<file path="src/rtl/kvp_pkg.sv">
// Package for the key-value record beat parser.
// Holds beat geometry, result codes and the structs shared by lanes, merge and buffer.
// No dependencies.
package kvp_pkg;

    localparam int BEAT_BYTES    = 32;
    localparam int LANE_BYTES    = 8;
    localparam int LANES         = BEAT_BYTES / LANE_BYTES;
    localparam int BEAT_W        = BEAT_BYTES * 8;
    localparam int HDR_SPAN      = BEAT_BYTES - 2;
    localparam int MAX_KEY_BYTES = 30;
    localparam int KEY_CAP       = (MAX_KEY_BYTES < HDR_SPAN) ? MAX_KEY_BYTES : HDR_SPAN;
    localparam int RES_SLOTS     = 3;

    typedef logic [7:0]        t_byte;
    typedef logic [BEAT_W-1:0] t_beat;
    typedef logic [63:0]       t_word;

    typedef enum logic [1:0] {
        KIND_HEADER = 2'd0,
        KIND_VALUE  = 2'd1,
        KIND_ARRAY  = 2'd2
    } t_kind;

    typedef struct packed {
        t_kind       kind;
        t_beat       words;
        logic [4:0]  key_length;
        logic [15:0] count;
        logic [7:0]  meta;
        logic [63:0] base;
        logic [31:0] delta;
        logic [1:0]  flags;
        logic        last;
    } t_result;

    typedef struct packed {
        t_result [RES_SLOTS-1:0] slot;
        logic [1:0]              cnt;
    } t_bundle;

    // shift controls handed to every lane
    typedef struct packed {
        logic [4:0] eff;        // key bytes kept on a first word
        logic [4:0] off_first;  // value bytes left in a first word
        logic [4:0] off_cont;   // carried bytes ahead of a later word
    } t_lane_ctl;

    typedef struct packed {
        t_word key;
        t_word carry_first;
        t_word value;
        t_word carry_next;
    } t_lane_out;

    // byte idx of a word, zero beyond the end
    function automatic t_byte byte_sel(t_beat beat, logic [5:0] idx);
        t_byte b;
        b = '0;
        if (!idx[5]) begin
            b = beat[(BEAT_BYTES - 1 - int'(idx[4:0])) * 8 +: 8];
        end
        return b;
    endfunction

endpackage

</file>
<file path="src/rtl/kvp_result_if.sv">
// Output channel of the record beat parser: valid/ready plus one result.
// No dependencies.
interface kvp_result_if;
    logic        valid;
    logic        ready;
    logic [1:0]  kind;
    logic [63:0] word0;
    logic [63:0] word1;
    logic [63:0] word2;
    logic [63:0] word3;
    logic [4:0]  key_length;
    logic [15:0] count_out;
    logic [7:0]  meta_out;
    logic [63:0] base_out;
    logic [31:0] delta_out;
    logic [1:0]  flags_out;
    logic        last;

    modport source (
        output valid, kind, word0, word1, word2, word3, key_length, count_out,
               meta_out, base_out, delta_out, flags_out, last,
        input  ready
    );
    modport sink (
        input  valid, kind, word0, word1, word2, word3, key_length, count_out,
               meta_out, base_out, delta_out, flags_out, last,
        output ready
    );
endinterface

</file>
<file path="src/rtl/kvp_result_buf.sv">
// Result buffer: holds the up to three results of one word and hands them out one
// per cycle while the receiver is ready. Depends on kvp_pkg and kvp_result_if.
module kvp_result_buf
    import kvp_pkg::*;
(
    input  logic                i_clk,
    input  logic                i_rst_n,
    input  logic                i_load,
    input  t_bundle             i_bundle,
    output logic                o_room,
    kvp_result_if.source        o_result
);

    t_result    r_slot [RES_SLOTS];
    logic [1:0] r_cnt;
    logic       pop;

    assign pop    = o_result.valid && o_result.ready;
    assign o_room = (r_cnt == 2'd0) || (r_cnt == 2'd1 && pop);

    always_ff @(posedge i_clk) begin
        if (!i_rst_n) begin
            r_cnt <= '0;
        end else if (i_load) begin
            r_cnt <= i_bundle.cnt;
        end else if (pop) begin
            r_cnt <= r_cnt - 2'd1;
        end
    end

    always_ff @(posedge i_clk) begin
        if (i_load) begin
            for (int k = 0; k < RES_SLOTS; k++) begin
                r_slot[k] <= i_bundle.slot[k];
            end
        end else if (pop) begin
            for (int k = 0; k < RES_SLOTS - 1; k++) begin
                r_slot[k] <= r_slot[k+1];
            end
        end
    end

    assign o_result.valid      = (r_cnt != 2'd0);
    assign o_result.kind       = r_slot[0].kind;
    assign o_result.word0      = r_slot[0].words[255:192];
    assign o_result.word1      = r_slot[0].words[191:128];
    assign o_result.word2      = r_slot[0].words[127:64];
    assign o_result.word3      = r_slot[0].words[63:0];
    assign o_result.key_length = r_slot[0].key_length;
    assign o_result.count_out  = r_slot[0].count;
    assign o_result.meta_out   = r_slot[0].meta;
    assign o_result.base_out   = r_slot[0].base;
    assign o_result.delta_out  = r_slot[0].delta;
    assign o_result.flags_out  = r_slot[0].flags;
    assign o_result.last       = r_slot[0].last;

endmodule

</file>
<file path="src/flat_wrapper.sv">
// flat-port wrapper written by rule: the top's interface ports become plain ports
module kvp_result_buf_flat import kvp_pkg::*;
  (i_clk, i_rst_n, i_load, i_bundle, o_room, o_result_valid, o_result_kind, o_result_word0, o_result_word1, o_result_word2, o_result_word3, o_result_key_length, o_result_count_out, o_result_meta_out, o_result_base_out, o_result_delta_out, o_result_flags_out, o_result_last, o_result_ready);
  kvp_result_if o_result_i ();
  input  logic i_clk;
  input  logic i_rst_n;
  input  logic i_load;
  input  t_bundle i_bundle;
  output logic o_room;
  output wire logic [$bits(o_result_i.valid)-1:0] o_result_valid;
  output wire logic [$bits(o_result_i.kind)-1:0] o_result_kind;
  output wire logic [$bits(o_result_i.word0)-1:0] o_result_word0;
  output wire logic [$bits(o_result_i.word1)-1:0] o_result_word1;
  output wire logic [$bits(o_result_i.word2)-1:0] o_result_word2;
  output wire logic [$bits(o_result_i.word3)-1:0] o_result_word3;
  output wire logic [$bits(o_result_i.key_length)-1:0] o_result_key_length;
  output wire logic [$bits(o_result_i.count_out)-1:0] o_result_count_out;
  output wire logic [$bits(o_result_i.meta_out)-1:0] o_result_meta_out;
  output wire logic [$bits(o_result_i.base_out)-1:0] o_result_base_out;
  output wire logic [$bits(o_result_i.delta_out)-1:0] o_result_delta_out;
  output wire logic [$bits(o_result_i.flags_out)-1:0] o_result_flags_out;
  output wire logic [$bits(o_result_i.last)-1:0] o_result_last;
  input wire logic [$bits(o_result_i.ready)-1:0] o_result_ready;
  assign o_result_valid = o_result_i.valid;
  assign o_result_kind = o_result_i.kind;
  assign o_result_word0 = o_result_i.word0;
  assign o_result_word1 = o_result_i.word1;
  assign o_result_word2 = o_result_i.word2;
  assign o_result_word3 = o_result_i.word3;
  assign o_result_key_length = o_result_i.key_length;
  assign o_result_count_out = o_result_i.count_out;
  assign o_result_meta_out = o_result_i.meta_out;
  assign o_result_base_out = o_result_i.base_out;
  assign o_result_delta_out = o_result_i.delta_out;
  assign o_result_flags_out = o_result_i.flags_out;
  assign o_result_last = o_result_i.last;
  assign o_result_i.ready = o_result_ready;
  kvp_result_buf u_core (.i_clk(i_clk), .i_rst_n(i_rst_n), .i_load(i_load), .i_bundle(i_bundle), .o_room(o_room), .o_result(o_result_i));
endmodule
</file>
<file path="config.mk">
export PLATFORM = sky130hd
export DESIGN_NAME = kvp_result_buf_flat
export DESIGN_NICKNAME = d
export VERILOG_FILES = /design/src/rtl/kvp_pkg.sv /design/src/rtl/kvp_result_if.sv /design/src/rtl/kvp_result_buf.sv /design/src/flat_wrapper.sv
export SDC_FILE = /design/constraint.sdc
export NUM_CORES = 1
export LEC_CHECK = 0
export BUFFER_PORTS_ARGS = -buffer_cell sky130_fd_sc_hd__buf_4
export CAP_MARGIN = 20
export CORE_AREA = 8 8 592 594
export CTS_CLUSTER_SIZE = 40
export DETAILED_ROUTE_END_ITERATION = 12
export DIE_AREA = 0 0 600 602
export PLACE_DENSITY = 0.32
export SYNTH_ARGS = -nofsm -noshare
export SYNTH_HDL_FRONTEND = slang
export SYNTH_SLANG_ARGS = --single-unit
</file>
<file path="constraint.sdc">
create_clock -name i_clk -period 29.6 [get_ports i_clk]
set_input_delay 5.92 -clock i_clk [delete_from_list [all_inputs] [get_ports i_clk]]
set_output_delay 5.92 -clock i_clk [all_outputs]
set_load 0.01 [all_outputs]
</file>
==> results of run 1 <==
[sequential cells by signal (all words and copies together) (netlist names)]
register       count
u_core.r_cnt       2
u_core.r_slot   1158
[per-stage QoR]
| stage | power [mW] | hold WS [ns] | cell area (um2) | worst slack, ns |
|---|---|---|---|---|
| 4_1_cts | 4.55 | 0.492 | 66300 | 17.29 |
| 2_1_floorplan | 2.33 | 0.471 | 47200 | 5.80 |
| 3_3_place_gp | 2.59 | 0.495 | 61300 | 17.31 |
| 3_5_place_dp | 2.59 | 0.491 | 61300 | 17.30 |
| 5_1_grt | 4.62 | 0.498 | 66300 | 17.29 |
| 6_report | 4.43 | 0.506 | 66300 | 17.30 |
[layout make-up]
type / count / area (um2)
inverters: 5 / 18.8
flip-flops and latches: 1160 / 34800
fillers: 36900 / 275000
clock buffers: 195 / 4180
repair buffers: 1584 / 11900
multi-input cells: 786 / 8820
diodes: 25 / 62.6
clock inverters: 86 / 807
well taps: 4557 / 5700
[metal layers]
| metal | wire length, um | vias up | track usage | part of all wire |
|---|---|---|---|---|
| met1 | 99600 | 13700 | 0.155 | 0.38 |
| li1 | - | 11500 | - | - |
| met4 | 4280 | 54 | 0.0218 | 0.016 |
| met5 | 349 | - | 0 | 0.0013 |
| met3 | 25500 | 330 | 0.0590 | 0.097 |
| met2 | 134000 | 1101 | 0.248 | 0.51 |
[cells by family (layout without fill, tap and decap cells)]
kind of cell | count (synthesis) | count (layout)
adders and majority gates | 3 | 3
AOI/OAI and AO/OA | 4 | 4
and+or+nand+nor | 6 | 6
buffers and inverters | 475 | 1870
other | 0 | 25
DFF | 1160 | 1160
muxes | 772 | 772
xor gates and xnor gates | 1 | 1
[layout by cell type, fill, tap and decap left out, types with 2 or more instances in the layout]
cell / netlist / final
mux2_1: 80 / 80
clkinv_2: 0 / 18
clkinv_1: 0 / 39
inv_6: 0 / 3
edfxtp_1: 1158 / 1158
clkinvlp_4: 0 / 3
diode_2: 0 / 25
bufinv_16: 0 / 10
clkbuf_16: 0 / 162
clkinv_16: 0 / 3
clkinv_4: 0 / 4
clkinv_8: 0 / 4
buf_4: 446 / 1580
ha_1: 3 / 3
mux2_2: 692 / 692
inv_1: 5 / 5
dfxtp_1: 2 / 2
clkbuf_1: 0 / 33
buf_12: 0 / 3
[critical path: stages]
cell	delay (ns)
buf_4	0.13
a21o_1	0.18
buf_4	0.14
[where the power goes]
part	leakage [nW]	total, mW	internal [mW]	switching [mW]
sequential	11.5	2.06	1.99	0.0703
combinational	10.5	0.472	0.233	0.239
clock	2.42	1.90	1.09	0.809
[final timing paths]
path / startpoint / cells past startpoint / slack (ns) / end
setup / recovery: o_result_ready / 3 / 17.30 / o_room
hold / removal: u_core.r_cnt[1] / 2 / 0.51 / u_core.r_cnt[1]
setup reg to reg: u_core.r_cnt[0] / 10 / 23.79 / u_core.r_slot[0][339]
hold reg to reg: u_core.r_cnt[1] / 2 / 0.51 / u_core.r_cnt[1]
==> metrics.txt, run 1 <==
status=finished clean; Distinct cells, synth=19; EDFF count, synth=1158; Pre-antenna DRT Iters=5; Die Ht=602 um; Starting Density=0.138; die area=361000 um2; Final Util=0.194; Synth Area in Compound Gates=0.000504; CTS tree=yes; sequential area share after synthesis=0.738; post-CTS setup buffers=0; DR WL/cell=31.4 um; vias per cell=3.17; Post-Synthesis Cells=2421; Std-Cell Rows=215; Final Skew=0.0510 ns; Final Cycle Share=0.416; CP arrival=6.38 ns; count leader, synth=edfxtp_1; Max clock buf depth=4; syn_nets=3588; # setup viols final=0; Tightest Pin Transition=1.04 ns; Post-Syn Area per Cell=19.5 um2; minimum clock period=12.30 ns; GRT overflow=0; share of the synthesized area in the top cell type=0.737; Detail Route Antenna Nets=0; Rel. slew slack=0.309; multiplexer share of the synthesized area=0.184; Ports=1552; XOR/XNOR Fraction of Synth Area=0.000186; min-delay worst type=register to register; vias in the first global route=28200; largest family of logic cells by synthesized area=multiplexers; Die W=600 um; Finished Layout Cells=8398; placed cells=8092; core area=341000 um2; Final Hold Fails=0; largest net degree at the start of global routing=112; largest area contributor in the netlist=edfxtp_1; Synth Cell Area=47200 um2; CP max FO=2; PortBufs=1551; # nets final=4863; P per Cell Area=66.8 nW/um2; CP Data Required Time=23.68 ns; drt drc=0; Adder-Cell Fraction of Synth Area=0.000796; share of post-route cells with drive strength above 1=0.652; crit end category=output port; sum of negative setup slack=0 ns; Max Cap Viol=0; Leak=24.4 nW; Peak Freq=81.3 MHz; clk slew on worst S/H paths=0.05 ns; DRT iter0 DRCs=1725; TritonCTS buffer count=159; most common flop cell mapped by yosys=edfxtp_1; Synth Warn #=0; Worst Path Class, Setup=primary input to output port; RSZ-0062 raised after global routing=false; Final Wtd Congestion=0.827; simple-gate share of the synthesized area=0.000982; worst skew pair latency=0.84 ns; CTS HTree Levels=4; Routed WL=264000 um; first-pass GRT wire length=325000 um; Slew Limit Fails=0; Peak supply drop=0.0371 mV; vias=26700; post-DP HPWL=217000 um; Tot GR Track Use=0.139; post-CTS resize count=0; CTS root buffer=clkbuf_16; CTS Hold Bufs=0; area growth from synthesis to layout=40.6%; Startpoint Class=primary input; main area contributors after synthesis=edfxtp_1 (74%), mux2_2 (17%), buf_4 (7.1%); Yosys reg bits=1160; clk sinks=1160; antenna violations before repair=126; most instantiated cells after synthesis=edfxtp_1 (1158), mux2_2 (692), buf_4 (446); asr flop ratio synth=0
No activity file was read; power rests on OpenSTA's default activity.
==> inputs of run 2 (changes only) <==
==> constraint.sdc (replaced) <==
create_clock -name i_clk -period 12 [get_ports i_clk]
set_input_delay 2.4 -clock i_clk [delete_from_list [all_inputs] [get_ports i_clk]]
set_output_delay 2.4 -clock i_clk [all_outputs]
set_load 0.01 [all_outputs]
==> metrics.txt, run 2 (synthesis gave the netlist of run 1 again) <==
die area=361000 um2; minimum clock period=5.33 ns; PortBufs=1551; R2R cell count=6; sum of negative setup slack=0 ns; Ports=1552; Final Wtd Congestion=0.853; max reg flops=1158; Pre-antenna DRT Iters=5; CTS HTree Levels=4; Detail Route Antenna Nets=0; Finished Layout Cells=8379; Worst Path Class, Setup=primary input to register; Die Ht=602 um; most flop-heavy register=u_core.r_slot; Final Skew=0.0451 ns; Max Cap Viol=0; Slew Limit Fails=0; dpl ws=5.69 ns; RSZ-0062 raised after global routing=false; area growth from synthesis to layout=40.4%; Die W=600 um; core area=341000 um2; GRT overflow=0; post-CTS resize count=0; crit end category=register; largest net degree at the start of global routing=155; TritonCTS buffer count=158; Peak Freq=187 MHz; final worst slack=6.67 ns; Routed WL=257000 um; min-delay worst type=register to register; placed cells=8085; clk slew on worst S/H paths=0.06 ns; vias per cell=3.18; Tightest Pin Transition=1.17 ns; post-DP HPWL=209000 um; DRT iter0 DRCs=1749; CTS Hold Bufs=0; Starting Density=0.138; Tot GR Track Use=0.135; CTS tree=yes; DR WL/cell=30.6 um; Area after DPL=61300 um2; CP arrival=5.74 ns; P per Cell Area=164 nW/um2; commonest non-fill, non-tap cell in the layout=buf_4; share of post-route cells with drive strength above 1=0.651; # setup viols final=0; Hold WS=0.508 ns; CTS root buffer=clkbuf_16; hold depth=1; antenna violations before repair=137; post-CTS setup buffers=0; Final Hold Fails=0; # nets final=4855; Peak supply drop=0.0996 mV; worst skew pair latency=0.82 ns; CP max FO=62; clk sinks=1160; most frequent cells in the layout=buf_4 (1569), edfxtp_1 (1158), mux2_2 (692); first-pass GRT wire length=320000 um; Finished Cell Area=66200 um2; Std-Cell Rows=215; vias in the first global route=28000; Final Cycle Share=0.444; Max clock buf depth=4; Rel. slew slack=0.223; Final Util=0.194; Startpoint Class=primary input; status=finished clean; layout filler cell count=36800; CP Data Required Time=12.41 ns; Leak=24.3 nW; Design Power=10.9 mW; drt drc=0; biggest regs=u_core.r_slot x1158, u_core.r_cnt x2; vias=26600
-- run 2: report_power, final --
group	internal (mW)	switching [mW]	total, mW
clock network	2.63	2.01	4.64
logic	0.576	0.573	1.15
registers	4.90	0.171	5.07
-- run 2: path summary, 6_finish.rpt --
path                         start               endpoint  slack, ns
max                         i_load  u_core.r_slot[1][227]       6.67
min          u_core.r_slot[1][309]  u_core.r_slot[0][695]       0.51
min reg2reg  u_core.r_slot[1][309]  u_core.r_slot[0][695]       0.51
max reg2reg        u_core.r_cnt[0]  u_core.r_slot[0][545]       8.28
-- run 2: metal layers --
layer	share of wire	wire [um]	global-route usage	vias to the layer above
li1	-	-	-	11500
met1	0.39	99100	0.155	13600
met2	0.50	128000	0.236	1164
met3	0.099	25400	0.0587	335
met4	0.016	4160	0.0211	52
met5	0.0013	337	0	-
-- run 2: final cells by class --
cell class	instances	area (um2)	share of cell area
well taps	4557	5700	0.0861
clock buffers	194	4090	0.0617
inverters	5	18.8	0.000283
repair buffers	1577	11900	0.180
diodes	16	40.0	0.000605
flip-flops and latches	1160	34800	0.526
multi-input cells	786	8830	0.133
clock inverters	84	802	0.0121
-- run 2: critical path, stage by stage --
cell and delay, ns:
buf_8 0.38, buf_4 0.47, buf_4 0.54, buf_4 0.79
buf_4 0.86
==> inputs of run 3 (changes only) <==
==> constraint.sdc (replaced) <==
create_clock -name i_clk -period 5.32 [get_ports i_clk]
set_input_delay 1.064 -clock i_clk [delete_from_list [all_inputs] [get_ports i_clk]]
set_output_delay 1.064 -clock i_clk [all_outputs]
set_load 0.01 [all_outputs]
==> metrics.txt, run 3 (synthesis gave the netlist of run 1 again) <==
Die Ht=602 um; Peak Freq=351 MHz; antenna violations before repair=144; largest stage delay on the critical path=0.33 ns; CP Launch Point=u_core.r_cnt[0]; Tot GR Track Use=0.139; Starting Density=0.138; DRT iter0 DRCs=1610; GRT overflow=0; Rel. slew slack=0.343; Final Cycle Share=0.535; minimum clock period=2.85 ns; Slew Limit Fails=0; vias in the first global route=28700; DR WL/cell=31.3 um; commonest non-fill, non-tap cell in the layout=buf_4; # nets final=4897; max reg flops=1158; Worst Path Class, Setup=register to output port; Tightest Pin Transition=0.986 ns; post-CTS setup buffers=0; core area=341000 um2; post-CTS resize count=0; PortBufs=1551; clk slew on worst S/H paths=0.06 ns; Die W=600 um; Design Power=24.7 mW; die area=361000 um2; RSZ-0062 raised after global routing=false; Max clock buf depth=4; CP max FO=3; clk sinks=1160; share of post-route cells with drive strength above 1=0.652; Worst path slowest cell=dfxtp_1; WP buf/inv=2; CTS HTree Levels=4; crit end category=output port; Startpoint Class=register; area growth from synthesis to layout=41.9%; vias per cell=3.19; first-pass GRT wire length=328000 um; Crit path max-delay family=flip-flops; HP Start=i_bundle[1068]; TritonCTS buffer count=164; Max Cap Viol=0; post-DP HPWL=216000 um; Pre-antenna DRT Iters=5; CP arrival=1.78 ns; Final Hold Fails=0; drt drc=0; worst reg2reg startpoint=u_core.r_cnt[0]; most flop-heavy register=u_core.r_slot; Detail Route Antenna Nets=0; CTS Hold Bufs=0; crit path cell chain=inv_1, ha_1, a21o_1, buf_4; vias=26900; P per Cell Area=369 nW/um2; CTS root buffer=clkbuf_16; Peak supply drop=0.248 mV; # setup viols final=0; status=finished clean; most frequent cells in the layout=buf_4 (1579), edfxtp_1 (1158), mux2_2 (692); CP Data Required Time=4.26 ns; Routed WL=264000 um; min-delay worst type=primary input to register; biggest regs=u_core.r_slot x1158, u_core.r_cnt x2; Final Skew=0.0579 ns; layout filler cell count=36800; CTS tree=yes; largest net degree at the start of global routing=115; Std-Cell Rows=215; sum of negative setup slack=0 ns; Final Wtd Congestion=0.853; Ports=1552; worst skew pair latency=0.83 ns; Leak=24.6 nW
[run 3: cell types whose count changed in the layout (fill, tap and decap cells not counted), moves of 2 or more]
cell,delta
clkinvlp_4,-5
diode_2,+11
bufinv_16,-3
clkinv_2,-4
buf_12,+25
clkbuf_16,+8
inv_16,-2
buf_4,+10
clkbuf_1,+7
clkinv_1,+3
inv_6,+4
[run 3: final timing paths]
check                                        endpoint  slack [ns]  cells after the start
worst max register to register  u_core.r_slot[0][287]        2.60                      8
worst min register to register        u_core.r_cnt[1]        0.50                      2
worst min-delay path            u_core.r_slot[1][294]        0.40                      1
worst max-delay path                           o_room        2.47                      4
[run 3: report_power, final]
group / leakage (nW) / internal, mW / total, mW / switching [mW]
logic: 10.8 / 1.34 / 2.68 / 1.33
registers: 11.5 / 11.1 / 11.4 / 0.371
clock network: 2.39 / 6.03 / 10.6 / 4.55
total: 24.6 / 18.4 / 24.7 / 6.25
[run 3: final cells by class]
cell class,instances,area (um2),share of cell area
clock buffers,209,4320,0.0645
diodes,27,67.6,0.00101
multi-input cells,786,8830,0.132
well taps,4557,5700,0.0852
clock inverters,75,636,0.00950
repair buffers,1613,12500,0.187
inverters,5,18.8,0.000280
flip-flops and latches,1160,34800,0.520
[run 3: metal layers]
metal	share of wire	track usage	up-vias
met4	0.021	0.0267	56
met5	0.0013	0	-
met3	0.092	0.0561	364
met1	0.39	0.159	13700
li1	-	-	11600
met2	0.50	0.245	1159
[run 3: worst register-to-register path: cells and delay by family, from the launching register on]
family,cells,cell delay (ns)
simple gates,2,0.70
buf+inv,4,0.82
fa+ha+maj,1,0.21
flops,1,0.33
mux,1,0.42
[run 3: stage by stage]
stage	cell area [um2]	worst slack, ns	hold slack (ns)	cells	utilization
2_1_floorplan	47200	0.693	0.471	2421	-
3_3_place_gp	61900	1.62	0.496	8120	0.181
3_5_place_dp	61900	1.65	0.495	8121	0.181
4_1_cts	66800	2.26	0.260	8405	0.196
5_1_grt	66900	2.31	0.302	8409	0.196
6_report	66900	2.47	0.402	8432	0.196
